### src/rtl/core/tmas_pkg.sv
// Shared types and constants for the trimmed-mean ADC scanner.
package tmas_pkg;

    localparam int BATCH_DEF     = 16;
    localparam int MUX_SLOTS_DEF = 8;

    localparam int SAMPLE_W = 12;
    localparam int INDEX_W  = 4;
    localparam int COUNT_W  = 4;
    localparam int SUM_W    = 16;
    localparam int SLOT_W   = 4;
    localparam int SEL_W    = 3;
    localparam int OPC_W    = 2;

    localparam int QDEPTH = 4;
    localparam int QPTR_W = 2;

    localparam int IN_DATA_W  = 16;
    localparam int OUT_DATA_W = 16;

    localparam logic KIND_BATCH = 1'b0;
    localparam logic KIND_READ  = 1'b1;

    typedef enum logic [OPC_W-1:0] {
        OP_SAMPLE     = 2'd0,
        OP_READ_VOLT  = 2'd1,
        OP_READ_TABLE = 2'd2
    } op_t;

    typedef struct packed {
        op_t                  op;
        logic [SAMPLE_W-1:0]  sample;
        logic [INDEX_W-1:0]   index;
    } cmd_t;

endpackage

### src/rtl/core/trimmed_mean_adc_scanner_core.sv
// Trimmed-mean ADC scanner: top level joining front end, command queue and back end.
//
// Input channel (s_*): one word per ADC sample or read request. s_tuser carries the
// opcode (sample, read voltage, read switch table); s_tdata carries the sample and
// the table index. Words with an unused opcode are accepted and discarded.
// Result channel (m_*): m_tuser tells a finished batch from a read answer; m_tdata
// carries the value, the ADC channel and the multiplexer select.
// A sample that does not close a batch streams at one per cycle while the back end is
// idle; a read also waits until the result register is free. The last sample of a batch
// steps the back end through accumulation, rest computation, reciprocal multiply, then
// correction and result, and the result step waits while the receiver stalls. Every word
// passes through the front register and the queue before the back end takes it.
// Reset clears the batch accumulators, voltage, switch table and queue and sets the
// multiplexer slot to one. When the receiver stalls, the result register holds its
// word; the back end keeps consuming samples that produce no result, and the queue
// and front register fill before s_tready drops.
module trimmed_mean_adc_scanner_core #(
    parameter int BATCH     = tmas_pkg::BATCH_DEF,
    parameter int MUX_SLOTS = tmas_pkg::MUX_SLOTS_DEF
) (
    input  logic                               aclk,
    input  logic                               aresetn,
    input  logic                               s_tvalid,
    output logic                               s_tready,
    input  logic [tmas_pkg::IN_DATA_W-1:0]     s_tdata,   // sample[11:0], table_index[15:12]
    input  logic [tmas_pkg::OPC_W-1:0]         s_tuser,   // opcode[1:0]
    output logic                               m_tvalid,
    input  logic                               m_tready,
    output logic [tmas_pkg::OUT_DATA_W-1:0]    m_tdata,   // value[11:0], adc_channel[12],
                                                          // mux_select[15:13]
    output logic                               m_tuser    // kind[0]
);

    logic           push;
    tmas_pkg::cmd_t push_cmd;
    logic           q_full;
    logic           q_pop;
    logic           q_valid;
    tmas_pkg::cmd_t q_cmd;

    tmas_front u_front (
        .aclk     (aclk),
        .aresetn  (aresetn),
        .s_tvalid (s_tvalid),
        .s_tready (s_tready),
        .s_tdata  (s_tdata),
        .s_tuser  (s_tuser),
        .push     (push),
        .push_cmd (push_cmd),
        .q_full   (q_full)
    );

    tmas_queue u_queue (
        .aclk     (aclk),
        .aresetn  (aresetn),
        .push     (push),
        .push_cmd (push_cmd),
        .full     (q_full),
        .pop      (q_pop),
        .valid    (q_valid),
        .cmd      (q_cmd)
    );

    tmas_back #(
        .BATCH     (BATCH),
        .MUX_SLOTS (MUX_SLOTS)
    ) u_back (
        .aclk     (aclk),
        .aresetn  (aresetn),
        .q_valid  (q_valid),
        .q_cmd    (q_cmd),
        .q_pop    (q_pop),
        .m_tvalid (m_tvalid),
        .m_tready (m_tready),
        .m_tdata  (m_tdata),
        .m_tuser  (m_tuser)
    );

endmodule

### src/rtl/core/tmas_front.sv
// Front end: accepts input words, drops unused opcodes and stages commands for the queue.
module tmas_front (
    input  logic                               aclk,
    input  logic                               aresetn,
    input  logic                               s_tvalid,
    output logic                               s_tready,
    input  logic [tmas_pkg::IN_DATA_W-1:0]     s_tdata,  // sample[11:0], table_index[15:12]
    input  logic [tmas_pkg::OPC_W-1:0]         s_tuser,  // opcode[1:0]
    output logic                               push,
    output tmas_pkg::cmd_t                     push_cmd,
    input  logic                               q_full
);

    logic           cmd_valid_reg, cmd_valid_next;
    tmas_pkg::cmd_t cmd_reg, cmd_next;
    logic           accept;
    logic           keep;
    tmas_pkg::op_t  op_dec;

    assign s_tready = !cmd_valid_reg || !q_full;
    assign accept   = s_tvalid && s_tready;
    assign push     = cmd_valid_reg && !q_full;
    assign push_cmd = cmd_reg;

    always_comb begin
        keep   = 1'b1;
        op_dec = tmas_pkg::OP_SAMPLE;
        unique case (s_tuser)
            tmas_pkg::OP_SAMPLE:     op_dec = tmas_pkg::OP_SAMPLE;
            tmas_pkg::OP_READ_VOLT:  op_dec = tmas_pkg::OP_READ_VOLT;
            tmas_pkg::OP_READ_TABLE: op_dec = tmas_pkg::OP_READ_TABLE;
            default:                 keep   = 1'b0;
        endcase
    end

    always_comb begin
        cmd_valid_next = cmd_valid_reg && !push;
        cmd_next       = cmd_reg;
        if (accept) begin
            // An unused opcode is consumed here and never reaches the back end.
            cmd_valid_next  = keep;
            cmd_next.op     = op_dec;
            cmd_next.sample = s_tdata[tmas_pkg::SAMPLE_W-1:0];
            cmd_next.index  = s_tdata[tmas_pkg::SAMPLE_W +: tmas_pkg::INDEX_W];
        end
    end

    always_ff @(posedge aclk) begin
        if (!aresetn) begin
            cmd_valid_reg <= 1'b0;
        end else begin
            cmd_valid_reg <= cmd_valid_next;
        end
        cmd_reg <= cmd_next;
    end

endmodule

### src/rtl/core/tmas_queue.sv
// Small command queue between the front end and the back end.
module tmas_queue (
    input  logic            aclk,
    input  logic            aresetn,
    input  logic            push,
    input  tmas_pkg::cmd_t  push_cmd,
    output logic            full,
    input  logic            pop,
    output logic            valid,
    output tmas_pkg::cmd_t  cmd
);

    tmas_pkg::cmd_t                 mem [tmas_pkg::QDEPTH];
    logic [tmas_pkg::QPTR_W-1:0]    wr_ptr_reg, wr_ptr_next;
    logic [tmas_pkg::QPTR_W-1:0]    rd_ptr_reg, rd_ptr_next;
    logic [tmas_pkg::QPTR_W:0]      count_reg, count_next;

    assign full  = (count_reg == (tmas_pkg::QPTR_W+1)'(tmas_pkg::QDEPTH));
    assign valid = (count_reg != '0);
    assign cmd   = mem[rd_ptr_reg];

    always_comb begin
        wr_ptr_next = push ? wr_ptr_reg + 1'b1 : wr_ptr_reg;
        rd_ptr_next = pop  ? rd_ptr_reg + 1'b1 : rd_ptr_reg;
        count_next  = count_reg;
        if (push && !pop) begin
            count_next = count_reg + 1'b1;
        end else if (pop && !push) begin
            count_next = count_reg - 1'b1;
        end
    end

    always_ff @(posedge aclk) begin
        if (!aresetn) begin
            wr_ptr_reg <= '0;
            rd_ptr_reg <= '0;
            count_reg  <= '0;
        end else begin
            wr_ptr_reg <= wr_ptr_next;
            rd_ptr_reg <= rd_ptr_next;
            count_reg  <= count_next;
        end
    end

    always_ff @(posedge aclk) begin
        if (push) begin
            mem[wr_ptr_reg] <= push_cmd;
        end
    end

endmodule

### src/rtl/core/tmas_back.sv
// Back end: batch accumulation, trimmed-mean division, state updates and result register.
module tmas_back #(
    parameter int BATCH     = tmas_pkg::BATCH_DEF,
    parameter int MUX_SLOTS = tmas_pkg::MUX_SLOTS_DEF
) (
    input  logic                               aclk,
    input  logic                               aresetn,
    input  logic                               q_valid,
    input  tmas_pkg::cmd_t                     q_cmd,
    output logic                               q_pop,
    output logic                               m_tvalid,
    input  logic                               m_tready,
    output logic [tmas_pkg::OUT_DATA_W-1:0]    m_tdata,
    output logic                               m_tuser
);

    localparam int DIV     = (BATCH > 2) ? BATCH - 2 : 1;
    localparam int FRAC    = 20;
    localparam int RECIP   = (1 << FRAC) / DIV;
    localparam int RECIP_W = FRAC + 1;
    localparam int PROD_W  = tmas_pkg::SUM_W + RECIP_W;
    localparam int DIV_W   = 4;
    localparam int CHK_W   = tmas_pkg::SUM_W + DIV_W;
    localparam int TW      = (MUX_SLOTS > 1) ? $clog2(MUX_SLOTS) : 1;

    typedef enum logic [1:0] {ST_IDLE, ST_REST, ST_MUL, ST_FIN} state_t;

    state_t                            state_reg;
    logic [tmas_pkg::COUNT_W-1:0]      count_reg;
    logic [tmas_pkg::SUM_W-1:0]        sum_reg;
    logic [tmas_pkg::SAMPLE_W-1:0]     max_reg;
    logic [tmas_pkg::SAMPLE_W-1:0]     min_reg;
    logic                              chan_reg;
    logic [tmas_pkg::SAMPLE_W-1:0]     volt_reg;
    logic [tmas_pkg::SLOT_W-1:0]       slot_reg;
    logic [tmas_pkg::SAMPLE_W-1:0]     table_mem [MUX_SLOTS];
    logic [tmas_pkg::SUM_W-1:0]        rest_reg;
    logic [PROD_W-1:0]                 prod_reg;
    logic                              m_tvalid_reg;
    logic [tmas_pkg::OUT_DATA_W-1:0]   m_tdata_reg;
    logic                              m_tuser_reg;

    logic                              out_free;
    logic                              out_load;
    logic                              is_sample;
    logic                              is_last;
    logic [tmas_pkg::SAMPLE_W-1:0]     max_new, min_new;
    logic [tmas_pkg::SUM_W-1:0]        sum_new;
    logic [tmas_pkg::INDEX_W-1:0]      idx_m1;
    logic                              idx_ok;
    logic [tmas_pkg::SAMPLE_W-1:0]     read_val;
    logic [tmas_pkg::SLOT_W-1:0]       slot_m1, slot_adv, slot_adv_m1;
    logic [tmas_pkg::SUM_W-1:0]        q0;
    logic [CHK_W-1:0]                  rem;
    logic [tmas_pkg::SUM_W-1:0]        quot;
    logic [tmas_pkg::SAMPLE_W-1:0]     result;

    assign out_free  = !m_tvalid_reg || m_tready;
    assign is_sample = (q_cmd.op == tmas_pkg::OP_SAMPLE);
    assign is_last   = ({1'b0, count_reg} == (tmas_pkg::COUNT_W+1)'(BATCH - 1));
    assign q_pop     = (state_reg == ST_IDLE) && q_valid && (is_sample || out_free);
    assign out_load  = (q_pop && !is_sample) || ((state_reg == ST_FIN) && out_free);

    assign m_tvalid = m_tvalid_reg;
    assign m_tdata  = m_tdata_reg;
    assign m_tuser  = m_tuser_reg;

    always_comb begin
        max_new = (q_cmd.sample > max_reg) ? q_cmd.sample : max_reg;
        min_new = (q_cmd.sample < min_reg) ? q_cmd.sample : min_reg;
        sum_new = sum_reg + tmas_pkg::SUM_W'(q_cmd.sample);
    end

    always_comb begin
        idx_m1   = q_cmd.index - 1'b1;
        idx_ok   = (q_cmd.index != '0) &&
                   ({1'b0, q_cmd.index} <= (tmas_pkg::INDEX_W+1)'(MUX_SLOTS));
        read_val = '0;
        if (q_cmd.op == tmas_pkg::OP_READ_VOLT) begin
            read_val = volt_reg;
        end else if (idx_ok) begin
            read_val = table_mem[idx_m1[TW-1:0]];
        end
    end

    always_comb begin
        slot_m1     = slot_reg - 1'b1;
        slot_adv    = (slot_reg == tmas_pkg::SLOT_W'(MUX_SLOTS)) ? tmas_pkg::SLOT_W'(1)
                                                                 : slot_reg + 1'b1;
        slot_adv_m1 = slot_adv - 1'b1;
    end

    // The reciprocal estimate is low by at most one; a single compare fixes it.
    always_comb begin
        q0   = prod_reg[FRAC +: tmas_pkg::SUM_W];
        rem  = CHK_W'(rest_reg) - CHK_W'(q0) * CHK_W'(DIV);
        quot = (rem >= CHK_W'(DIV)) ? q0 + 1'b1 : q0;
        result = (BATCH > 2) ? quot[tmas_pkg::SAMPLE_W-1:0] : '0;
    end

    always_ff @(posedge aclk) begin
        if (!aresetn) begin
            state_reg    <= ST_IDLE;
            count_reg    <= '0;
            sum_reg      <= '0;
            max_reg      <= '0;
            min_reg      <= '1;
            chan_reg     <= 1'b0;
            volt_reg     <= '0;
            slot_reg     <= tmas_pkg::SLOT_W'(1);
            m_tvalid_reg <= 1'b0;
            for (int i = 0; i < MUX_SLOTS; i++) begin
                table_mem[i] <= '0;
            end
        end else begin
            if (out_load) begin
                m_tvalid_reg <= 1'b1;
            end else if (m_tready) begin
                m_tvalid_reg <= 1'b0;
            end
            unique case (state_reg)
                ST_IDLE: begin
                    if (q_pop) begin
                        if (is_sample) begin
                            max_reg   <= max_new;
                            min_reg   <= min_new;
                            sum_reg   <= sum_new;
                            count_reg <= is_last ? '0 : count_reg + 1'b1;
                            if (is_last) begin
                                state_reg <= ST_REST;
                            end
                        end else begin
                            m_tuser_reg  <= tmas_pkg::KIND_READ;
                            m_tdata_reg  <= {slot_m1[tmas_pkg::SEL_W-1:0], chan_reg, read_val};
                        end
                    end
                end
                ST_REST: begin
                    rest_reg  <= sum_reg - tmas_pkg::SUM_W'(max_reg)
                                         - tmas_pkg::SUM_W'(min_reg);
                    state_reg <= ST_MUL;
                end
                ST_MUL: begin
                    prod_reg  <= PROD_W'(rest_reg) * PROD_W'(RECIP);
                    state_reg <= ST_FIN;
                end
                ST_FIN: begin
                    if (out_free) begin
                        m_tuser_reg  <= tmas_pkg::KIND_BATCH;
                        if (chan_reg == 1'b0) begin
                            volt_reg    <= result;
                            m_tdata_reg <= {slot_m1[tmas_pkg::SEL_W-1:0], chan_reg, result};
                        end else begin
                            table_mem[slot_m1[TW-1:0]] <= result;
                            slot_reg    <= slot_adv;
                            m_tdata_reg <= {slot_adv_m1[tmas_pkg::SEL_W-1:0], chan_reg, result};
                        end
                        chan_reg  <= !chan_reg;
                        count_reg <= '0;
                        sum_reg   <= '0;
                        max_reg   <= '0;
                        min_reg   <= '1;
                        state_reg <= ST_IDLE;
                    end
                end
                default: state_reg <= ST_IDLE;
            endcase
        end
    end

    a_count_in_batch: assert property (@(posedge aclk) disable iff (!aresetn)
        {1'b0, count_reg} < (tmas_pkg::COUNT_W+1)'(BATCH))
        else $error("batch counter passed the batch length");

    a_slot_range: assert property (@(posedge aclk) disable iff (!aresetn)
        (slot_reg != '0) && (slot_reg <= tmas_pkg::SLOT_W'(MUX_SLOTS)))
        else $error("multiplexer slot out of range");

    a_pop_idle: assert property (@(posedge aclk) disable iff (!aresetn)
        q_pop |-> (state_reg == ST_IDLE))
        else $error("command taken while a division is in progress");

    a_fin_result: assert property (@(posedge aclk) disable iff (!aresetn)
        (state_reg == ST_FIN && out_free) |=>
            (m_tvalid_reg && m_tuser_reg == tmas_pkg::KIND_BATCH && state_reg == ST_IDLE))
        else $error("finished batch did not produce a result word");

endmodule
### config.mk
export PLATFORM = sky130hd
export DESIGN_NAME = trimmed_mean_adc_scanner_core
export DESIGN_NICKNAME = d
export VERILOG_FILES = /design/src/rtl/core/tmas_pkg.sv /design/src/rtl/core/trimmed_mean_adc_scanner_core.sv /design/src/rtl/core/tmas_front.sv /design/src/rtl/core/tmas_queue.sv /design/src/rtl/core/tmas_back.sv
export SDC_FILE = /design/constraint.sdc
export NUM_CORES = 1
export LEC_CHECK = 0
export BUFFER_PORTS_ARGS = -buffer_cell sky130_fd_sc_hd__buf_2
export CORE_AREA = 2 2 171 257
export DETAILED_ROUTE_END_ITERATION = 8
export DIE_AREA = 0 0 173 259
export PLACE_DENSITY = 0.69
export SETUP_SLACK_MARGIN = 0.2
export SKIP_CTS_REPAIR_TIMING = 1
export SLEW_MARGIN = 20
export SYNTH_ARGS = -nofsm -noshare
export SYNTH_HDL_FRONTEND = slang
export SYNTH_SLANG_ARGS = --single-unit
### constraint.sdc
create_clock -name aclk -period 9.55 [get_ports aclk]
set_input_delay 0.4775 -clock aclk [delete_from_list [all_inputs] [get_ports aclk]]
set_output_delay 0.4775 -clock aclk [all_outputs]
set_load 0.005 [all_outputs]
# --- Word-level counts from Yosys, hierarchy flattened ---
# Memory sizes are Yosys's and may differ from the RTL's. A register that Yosys moved wholly into a read port is not among the register bits.
# Cells that the tools add are included.
# Widths: inputs -> output; s select.
op_classes:
  reduce_logical: 41
  n_eq_ne: 16
  bitwise_logic: 1
  n_addsub: 14
  muxes: 57
  order_cmp: 4
  n_mul: 2
op_table:
  columns: ["operator", "n"]
  rows:
  - ["$mux 12", 12]
  - ["$mux 16", 7]
  - ["$pmux 16 s2", 2]
  - ["$pmux 12 s2", 2]
  - ["$mul 16x16->32 const B", 1]
  - ["$sub 16x12->16", 2]
  - ["$ge 20x4->1 const B", 1]
  - ["$mux 4", 5]
  - ["$sub 16x20->20", 1]
  - ["$add 16x12->16", 1]
  - ["$mul 13x3->16 const B", 1]
  - ["$mux 1", 16]
  - ["$reduce_and 5->1", 3]
  - ["$add 12x1->12 const B", 1]
  - ["$gt 12x12->1", 1]
  - ["$lt 12x12->1", 1]
  - ["$mux 2", 6]
  - ["$reduce_or 12->1", 1]
  - ["$sub 3x1->3 const B", 4]
  - ["$logic_and 1x1->1", 10]
  - ["$mux 3", 3]
  - ["$add 4x1->4 const B", 2]
  - ["$eq 4x4->1 const B", 2]
  - ["$ne 2x1->1 const B", 4]
  - ["other kinds (22)", 46]
word_totals:
  mem_bits_rw: 168
  wordCells: 157
  reg_bits: 155
  out_inout_bits: 19
  memories: 2
  in_bits: 22
memory_table:
  columns: ["memory", "words", "width", "read_ports", "rd_ports_with_merged_regs", "wr", "line", "source"]
  rows:
  - ["u_back.table_mem", 8, 12, 1, 0, 8, "tmas_back.sv:36", "logic [tmas_pkg::SAMPLE_W-1:0] table_mem [MUX_SLOTS];"]
  - ["u_queue.mem", 4, 18, 1, 1, 1, "tmas_queue.sv:13", "tmas_pkg::cmd_t mem [tmas_pkg::QDEPTH];"]

# --- Depth between registers and ports, before layout ---
depth:
  ltp_word: 8
  mapped_depth: 24
  depth_no_buf: 22

# --- By module ---
# A second synthesis with hierarchy kept.
hier_totals:
  cells_unflattened: 1645
  area_unflattened_um2: 19130.8
by_module_without_submodules:
  columns: ["mod", "area_per_inst_um2", "n_inst", "cells_per_inst", "seq_area_each_um2"]
  rows:
  - ["tmas_back", 15433.6, 1, 1482, 5545.3]
  - ["tmas_queue", 3085.5, 1, 137, 2342.2]
  - ["tmas_front", 611.8, 1, 26, 560.5]

# --- Worst setup path before layout ---
# OpenSTA, ideal clock, no wires.
synth_path:
  kind: "reg2reg"
  from: "reg u_back.prod_reg[22]"
  to: "reg u_back.m_tdata_reg (netlist bit u_back.m_tdata[1]), data pin"
  setup_ns: 0.278
  period_less_slack_ns: 5.570
  arrival_ns: 5.293
  setup_slack_ns: 3.980
  path_stages_with_launch: 23
  path_buffers: 1
  cell_sequence: "edfxtp_1 -> fa_1 -> ha_1 -> fa_1 -> a21o_1 -> a21oi_1 -> o21bai_1 -> a21oi_1 -> nor2b_1 -> o2111ai_1 -> nand2_1 -> o41ai_1 -> xor2_1 -> ha_1 -> nand2_1 -> o21ai_0 -> o21ai_0 -> o32a_2 -> a211oi_1 -> and3_1 -> buf_2 -> mux2i_1 -> a21oi_1"
synth_via:
  elab_chain_len: 7
synth_lines:
  columns: ["element", "line", "source"]
  rows:
  - ["from (decl)", "tmas_back.sv:38", "logic [PROD_W-1:0] prod_reg;"]
  - ["from (signal assigned)", "tmas_back.sv:144", "prod_reg <= PROD_W'(rest_reg) * PROD_W'(RECIP);"]
  - ["$mul 13x3->16", "tmas_back.sv:96", "rem = CHK_W'(rest_reg) - CHK_W'(q0) * CHK_W'(DIV);"]
  - ["$sub 16x20->20", "tmas_back.sv:96", null]
  - ["$ge 20x4->1", "tmas_back.sv:97", "quot = (rem >= CHK_W'(DIV)) ? q0 + 1'b1 : q0;"]
  - ["$mux 12", "tmas_back.sv:97", null]
  - ["$mux 16", "tmas_back.sv:150", "if (chan_reg == 1'b0) begin"]
  - ["$mux 16", "tmas_back.sv:148", "if (out_free) begin"]
  - ["$pmux 16 s2", "tmas_back.sv:121", "unique case (state_reg)"]
  - ["to (signal assigned)", "tmas_back.sv:134", "m_tdata_reg <= {slot_m1[tmas_pkg::SEL_W-1:0], chan_reg, read_val};"]
  - ["to (signal assigned)", "tmas_back.sv:152", "m_tdata_reg <= {slot_m1[tmas_pkg::SEL_W-1:0], chan_reg, result};"]
  - ["to (signal assigned)", "tmas_back.sv:156", "m_tdata_reg <= {slot_adv_m1[tmas_pkg::SEL_W-1:0], chan_reg, result};"]
  - ["to (decl)", "tmas_back.sv:40", "logic [tmas_pkg::OUT_DATA_W-1:0] m_tdata_reg;"]
# Every way passes these cells. The select of a mux whose other input is x is not followed.
# A chain may end at the register's enable or synchronous reset.

# --- Final worst setup path ---
# Ends and elaborated chain as after synthesis.

==> flow_summary.yaml <==
finish:
  drive_gt1_frac: 0.1133
  final_core_utilization: 0.4847
  antennaDiodeCount: 0
  area.growth.synth_to_final_pct: 8.926
  post-route-cell-area_um2: 20640
  largest_register_ff_count: 96
  ff_latch_area_um2: 8448
  multiInputGateArea_um2: 9664
  register_containing_the_most_flip_flops_in_the_final_layout: "u_back.table_mem"
  fill_cells: 3827
  final_net_count: 1917
logic_synthesis:
  postSynthCellCount: 1595
  synth.net_count: 1886
  yosys_warnings: 0
  postSynth.topFlopCell: "sky130_fd_sc_hd__edfxtp_1"
  synth_cell_type_count: 88
  async_flop_share: 0
  mappedNetlistArea_um2: 18950
  synthesized_area_per_cell_um2: 11.88
  number_of_enable_type_register_cells_in_the_synthesized_netlist: 232
  synth_register_bits: 306
  seq_area_frac_synth: 0.4458
flow_run:
  drv.max_cap_violation_count: 0
sta:
  slew_headroom: 0.3151
  final.period_utilization: 0.6805
  worstMarginPinSlew_ns: 1.027
  clock.fmax_mhz: 153.9
  finalClockSkew_ns: 0.02406
  slew_violations: 0
  final_period_minus_worst_setup_slack_ns: 6.498
  finalWorstSetupSlack_ns: 3.052
  setup_total_negative_slack_ns: 0
  finalHoldViolations: 0
  total_setup_violations_reported_at_the_end_of_the_flow: 0
  grt_setup_unrepaired: "false"
floorplanning:
  dieArea_um2: 44810
  floorplan.initialDensity: 0.4450
  std_cell_rows: 93
  coreArea_um2: 42590
  floorplan.die.width_um: 173
  die_height_um: 259
  top_level_i_o_count: 41
clock_network:
  clock_insertion_delay_worst_skew_ns: 0.58
  cts_htree_levels: 1
  cts.clk_slew.worst_paths_ns: 0.06
  cts.sink_count: 306
  cts-buffers-inserted: 30
  clockRootBuffer: "sky130_fd_sc_hd__clkbuf_16"
  tritoncts: "yes"
  ctsLongestPathBuffers: 3
global_route:
  overflow: 0
  antenna_found_initial: 0
  grtUsageTotal: 0.1810
  grt_max_degree: 55
  wire_length_of_the_first_global_routing_pass_um: 64810
  number_of_global_route_vias_before_repair: 12668
pwr:
  power_switching_w: 0.002780
  internal_power_w: 0.004047
  power_switching_share: 0.4072
  clock_power_frac: 0.171
  max-vdd-ir-drop_v: 0.0002463
  pwr-share-seq: 0.271
  static-leakage-power_nw: 8.378
  report.power.total_w: 0.006827
  comb_power_share: 0.558
  powerDensity_nw_per_um2: 330.7
worst_setup_path:
  cp_data_arrival_time_ns: 6.79
  timing.critical_path.max_delay_family: "compound AO/OA/AOI/OAI gates"
  timing.critical_path.mode_cell: "sky130_fd_sc_hd__a21oi_1"
  setup.reg_to_reg.worst_slack_ns: 3.05
  worstSetupStartpointType: "flip-flop"
  critical_path_required_ns: 9.84
  cp.buffers_inverters: 0
  r2r_end: "u_back.m_tdata[1]$_DFFE_PP_"
  cp_slowest_stage_delay_ns: 0.75
  reg2reg_launch_point: "u_back.prod_reg[22]$_DFFE_PP_"
  critical_path.slowest_cell: "sky130_fd_sc_hd__mux2i_1"
  reg2reg_depth: 21
  worstPathMaxFanout: 10
  timing.critical_path.to_type: "flip-flop"
  critical_path_class: "flip-flop to flip-flop"
  path_cells: "fa_1, ha_1, fa_1, a21o_1, a21oi_1, o21bai_1, a21oi_1, nor2b_1, o2111ai_1, nand2_1, o41ai_1, xor2_1, ha_1, nand2_1, o21ai_0, o21ai_0, o32a_2, a211oi_1, and3_1, mux2i_1, a21oi_1"
placed_design:
  dpl_worst_slack_ns: 3.141
  dp_hpwl_um: 30180
  post_dp_area_um2: 19660
  place.gp.congestion: 0.8659
  placement.io_buffers: 40
worst_hold_path:
  sink_of_the_worst_hold_path: "u_front.push_cmd[3]$_DFFE_PP_"
  hold_path_depth: 1
  hp-class: "primary input to flip-flop"
  min_from: "s_tdata[15]"
detailed_routing:
  first_iter_violations: 761
  detailedRoute.firstPassIterationCount: 5
  route.final.wire_length_um: 40940
  wl_per_cell_um: 18.44
  ant_nets: 0
  drc_violations_left: 0
  routed_via_density: 5.574
  vias: 12374
run_status:
  outcome: "finished clean"
==> how the worst max path moves through the flow <==
| stage | from | to | slack, ns | cells past startpoint |
|---|---|---|---|---|
| 2_1_floorplan | u_back.prod_reg[22]$_DFFE_PP_ | u_back.m_tdata[1]$_DFFE_PP_ | 3.98 | 22 |
| 3_5_place_dp | u_back.prod_reg[22]$_DFFE_PP_ | u_back.m_tdata[1]$_DFFE_PP_ | 3.14 | 21 |
| 5_1_grt | u_back.prod_reg[22]$_DFFE_PP_ | u_back.m_tdata[1]$_DFFE_PP_ | 2.56 | 21 |
| 3_3_place_gp | u_back.prod_reg[22]$_DFFE_PP_ | u_back.m_tdata[1]$_DFFE_PP_ | 3.23 | 21 |
| 6_report | u_back.prod_reg[22]$_DFFE_PP_ | u_back.m_tdata[1]$_DFFE_PP_ | 3.05 | 21 |
| 4_1_cts | u_back.prod_reg[22]$_DFFE_PP_ | u_back.m_tdata[1]$_DFFE_PP_ | 3.09 | 21 |
==> worst reg2reg max path, stage by stage (launching register included) <==
cell	delay, ns
sky130_fd_sc_hd__edfxtp_1	0.62
sky130_fd_sc_hd__fa_1	0.50
sky130_fd_sc_hd__ha_1	0.22
sky130_fd_sc_hd__fa_1	0.41
sky130_fd_sc_hd__a21o_1	0.20
sky130_fd_sc_hd__a21oi_1	0.23
sky130_fd_sc_hd__o21bai_1	0.09
sky130_fd_sc_hd__a21oi_1	0.23
sky130_fd_sc_hd__nor2b_1	0.10
sky130_fd_sc_hd__o2111ai_1	0.20
sky130_fd_sc_hd__nand2_1	0.10
sky130_fd_sc_hd__o41ai_1	0.31
sky130_fd_sc_hd__xor2_1	0.12
sky130_fd_sc_hd__ha_1	0.46
sky130_fd_sc_hd__nand2_1	0.08
sky130_fd_sc_hd__o21ai_0	0.22
sky130_fd_sc_hd__o21ai_0	0.13
sky130_fd_sc_hd__o32a_2	0.36
sky130_fd_sc_hd__a211oi_1	0.32
sky130_fd_sc_hd__and3_1	0.41
sky130_fd_sc_hd__mux2i_1	0.75
sky130_fd_sc_hd__a21oi_1	0.16
==> logic make-up after synthesis <==
kind of cell,synth area share
compound gates,0.1155
xor+xnor,0.03737
fa+ha+maj,0.2038
buf+inv,0.04476
flops,0.4458
mux,0.05889
simple gates,0.09389
==> placed cells by master (no fill, tap or decap), types with 11 or more instances in the layout <==
| master | count |
|---|---|
| sky130_fd_sc_hd__a211oi_1 | 16 |
| sky130_fd_sc_hd__a21o_1 | 20 |
| sky130_fd_sc_hd__a21oi_1 | 89 |
| sky130_fd_sc_hd__a22oi_1 | 18 |
| sky130_fd_sc_hd__a31oi_1 | 19 |
| sky130_fd_sc_hd__and2_1 | 11 |
| sky130_fd_sc_hd__and3_1 | 12 |
| sky130_fd_sc_hd__buf_2 | 40 |
| sky130_fd_sc_hd__clkbuf_16 | 30 |
| sky130_fd_sc_hd__dfxtp_1 | 74 |
| sky130_fd_sc_hd__edfxtp_1 | 232 |
| sky130_fd_sc_hd__fa_1 | 66 |
| sky130_fd_sc_hd__ha_1 | 202 |
| sky130_fd_sc_hd__inv_1 | 150 |
| sky130_fd_sc_hd__mux2i_1 | 17 |
| sky130_fd_sc_hd__mux4_2 | 42 |
| sky130_fd_sc_hd__nand2_1 | 57 |
| sky130_fd_sc_hd__nand2b_1 | 11 |
| sky130_fd_sc_hd__nand3_1 | 30 |
| sky130_fd_sc_hd__nor2_1 | 176 |
| sky130_fd_sc_hd__nor2b_1 | 17 |
| sky130_fd_sc_hd__nor3_1 | 16 |
| sky130_fd_sc_hd__o21a_1 | 11 |
| sky130_fd_sc_hd__o21ai_0 | 52 |
| sky130_fd_sc_hd__o22a_1 | 12 |
| sky130_fd_sc_hd__xnor2_1 | 35 |
| sky130_fd_sc_hd__xor2_1 | 23 |
==> synthesized netlist by cell type, types with 17 or more instances <==
| cell type | instances | share of area |
|---|---|---|
| sky130_fd_sc_hd__a31oi_1 | 19 | 0.0063 |
| sky130_fd_sc_hd__a21o_1 | 20 | 0.0079 |
| sky130_fd_sc_hd__clkbuf_1 | 32 | 0.0063 |
| sky130_fd_sc_hd__nor2b_1 | 17 | 0.0056 |
| sky130_fd_sc_hd__edfxtp_1 | 232 | 0.37 |
| sky130_fd_sc_hd__mux4_2 | 42 | 0.050 |
| sky130_fd_sc_hd__nor2_1 | 176 | 0.035 |
| sky130_fd_sc_hd__ha_1 | 203 | 0.13 |
| sky130_fd_sc_hd__inv_1 | 150 | 0.030 |
| sky130_fd_sc_hd__a21oi_1 | 89 | 0.024 |
| sky130_fd_sc_hd__o21ai_0 | 52 | 0.014 |
| sky130_fd_sc_hd__a22oi_1 | 18 | 0.0071 |
| sky130_fd_sc_hd__xnor2_1 | 36 | 0.017 |
| sky130_fd_sc_hd__dfxtp_1 | 74 | 0.078 |
| sky130_fd_sc_hd__mux2i_1 | 17 | 0.0090 |
| sky130_fd_sc_hd__fa_1 | 66 | 0.070 |
| sky130_fd_sc_hd__xor2_1 | 23 | 0.011 |
| sky130_fd_sc_hd__nand2_1 | 57 | 0.011 |
| sky130_fd_sc_hd__nand3_1 | 30 | 0.0079 |
==> power groups by stage <==
stage	Sequential (W)	Combinational, W	Clock [W]
after global routing	0.00187	0.00427	0.00124
after floorplan	0.00184	0.00283	0
after CTS	0.00185	0.00387	0.00119
final	0.00185	0.00381	0.00117
after detailed placement	0.00188	0.00384	0
after global placement	0.00187	0.00372	0
==> layer usage <==
| metal | wire (um) | GRT usage | vias up |
|---|---|---|---|
| met4 | 1295 | 0.06285 | 0 |
| met2 | 22150 | 0.3498 | 300 |
| li1 | - | - | 5863 |
| met5 | 0 | 0 | - |
| met3 | 1691 | 0.02153 | 75 |
| met1 | 15800 | 0.2041 | 6136 |
==> area by class of cell <==
type	instances	area share
Clock buffer	41	0.04079
Clock inverter	15	0.006607
Inverter	152	0.02764
Multi-Input combinational cell	1087	0.4682
Sequential cell	306	0.4093
Tap cell	570	0.03455
Timing Repair Buffer	49	0.01297
==> through the flow <==
step	hold WS, ns	std cells
floorplan	0.4365	1595
global placement	0.4429	2164
detailed placement	0.4522	2164
CTS	0.05213	2220
global route	0.05964	2220
finish	0.07693	2220
Note: power is estimated with default switching activity, not from simulation.
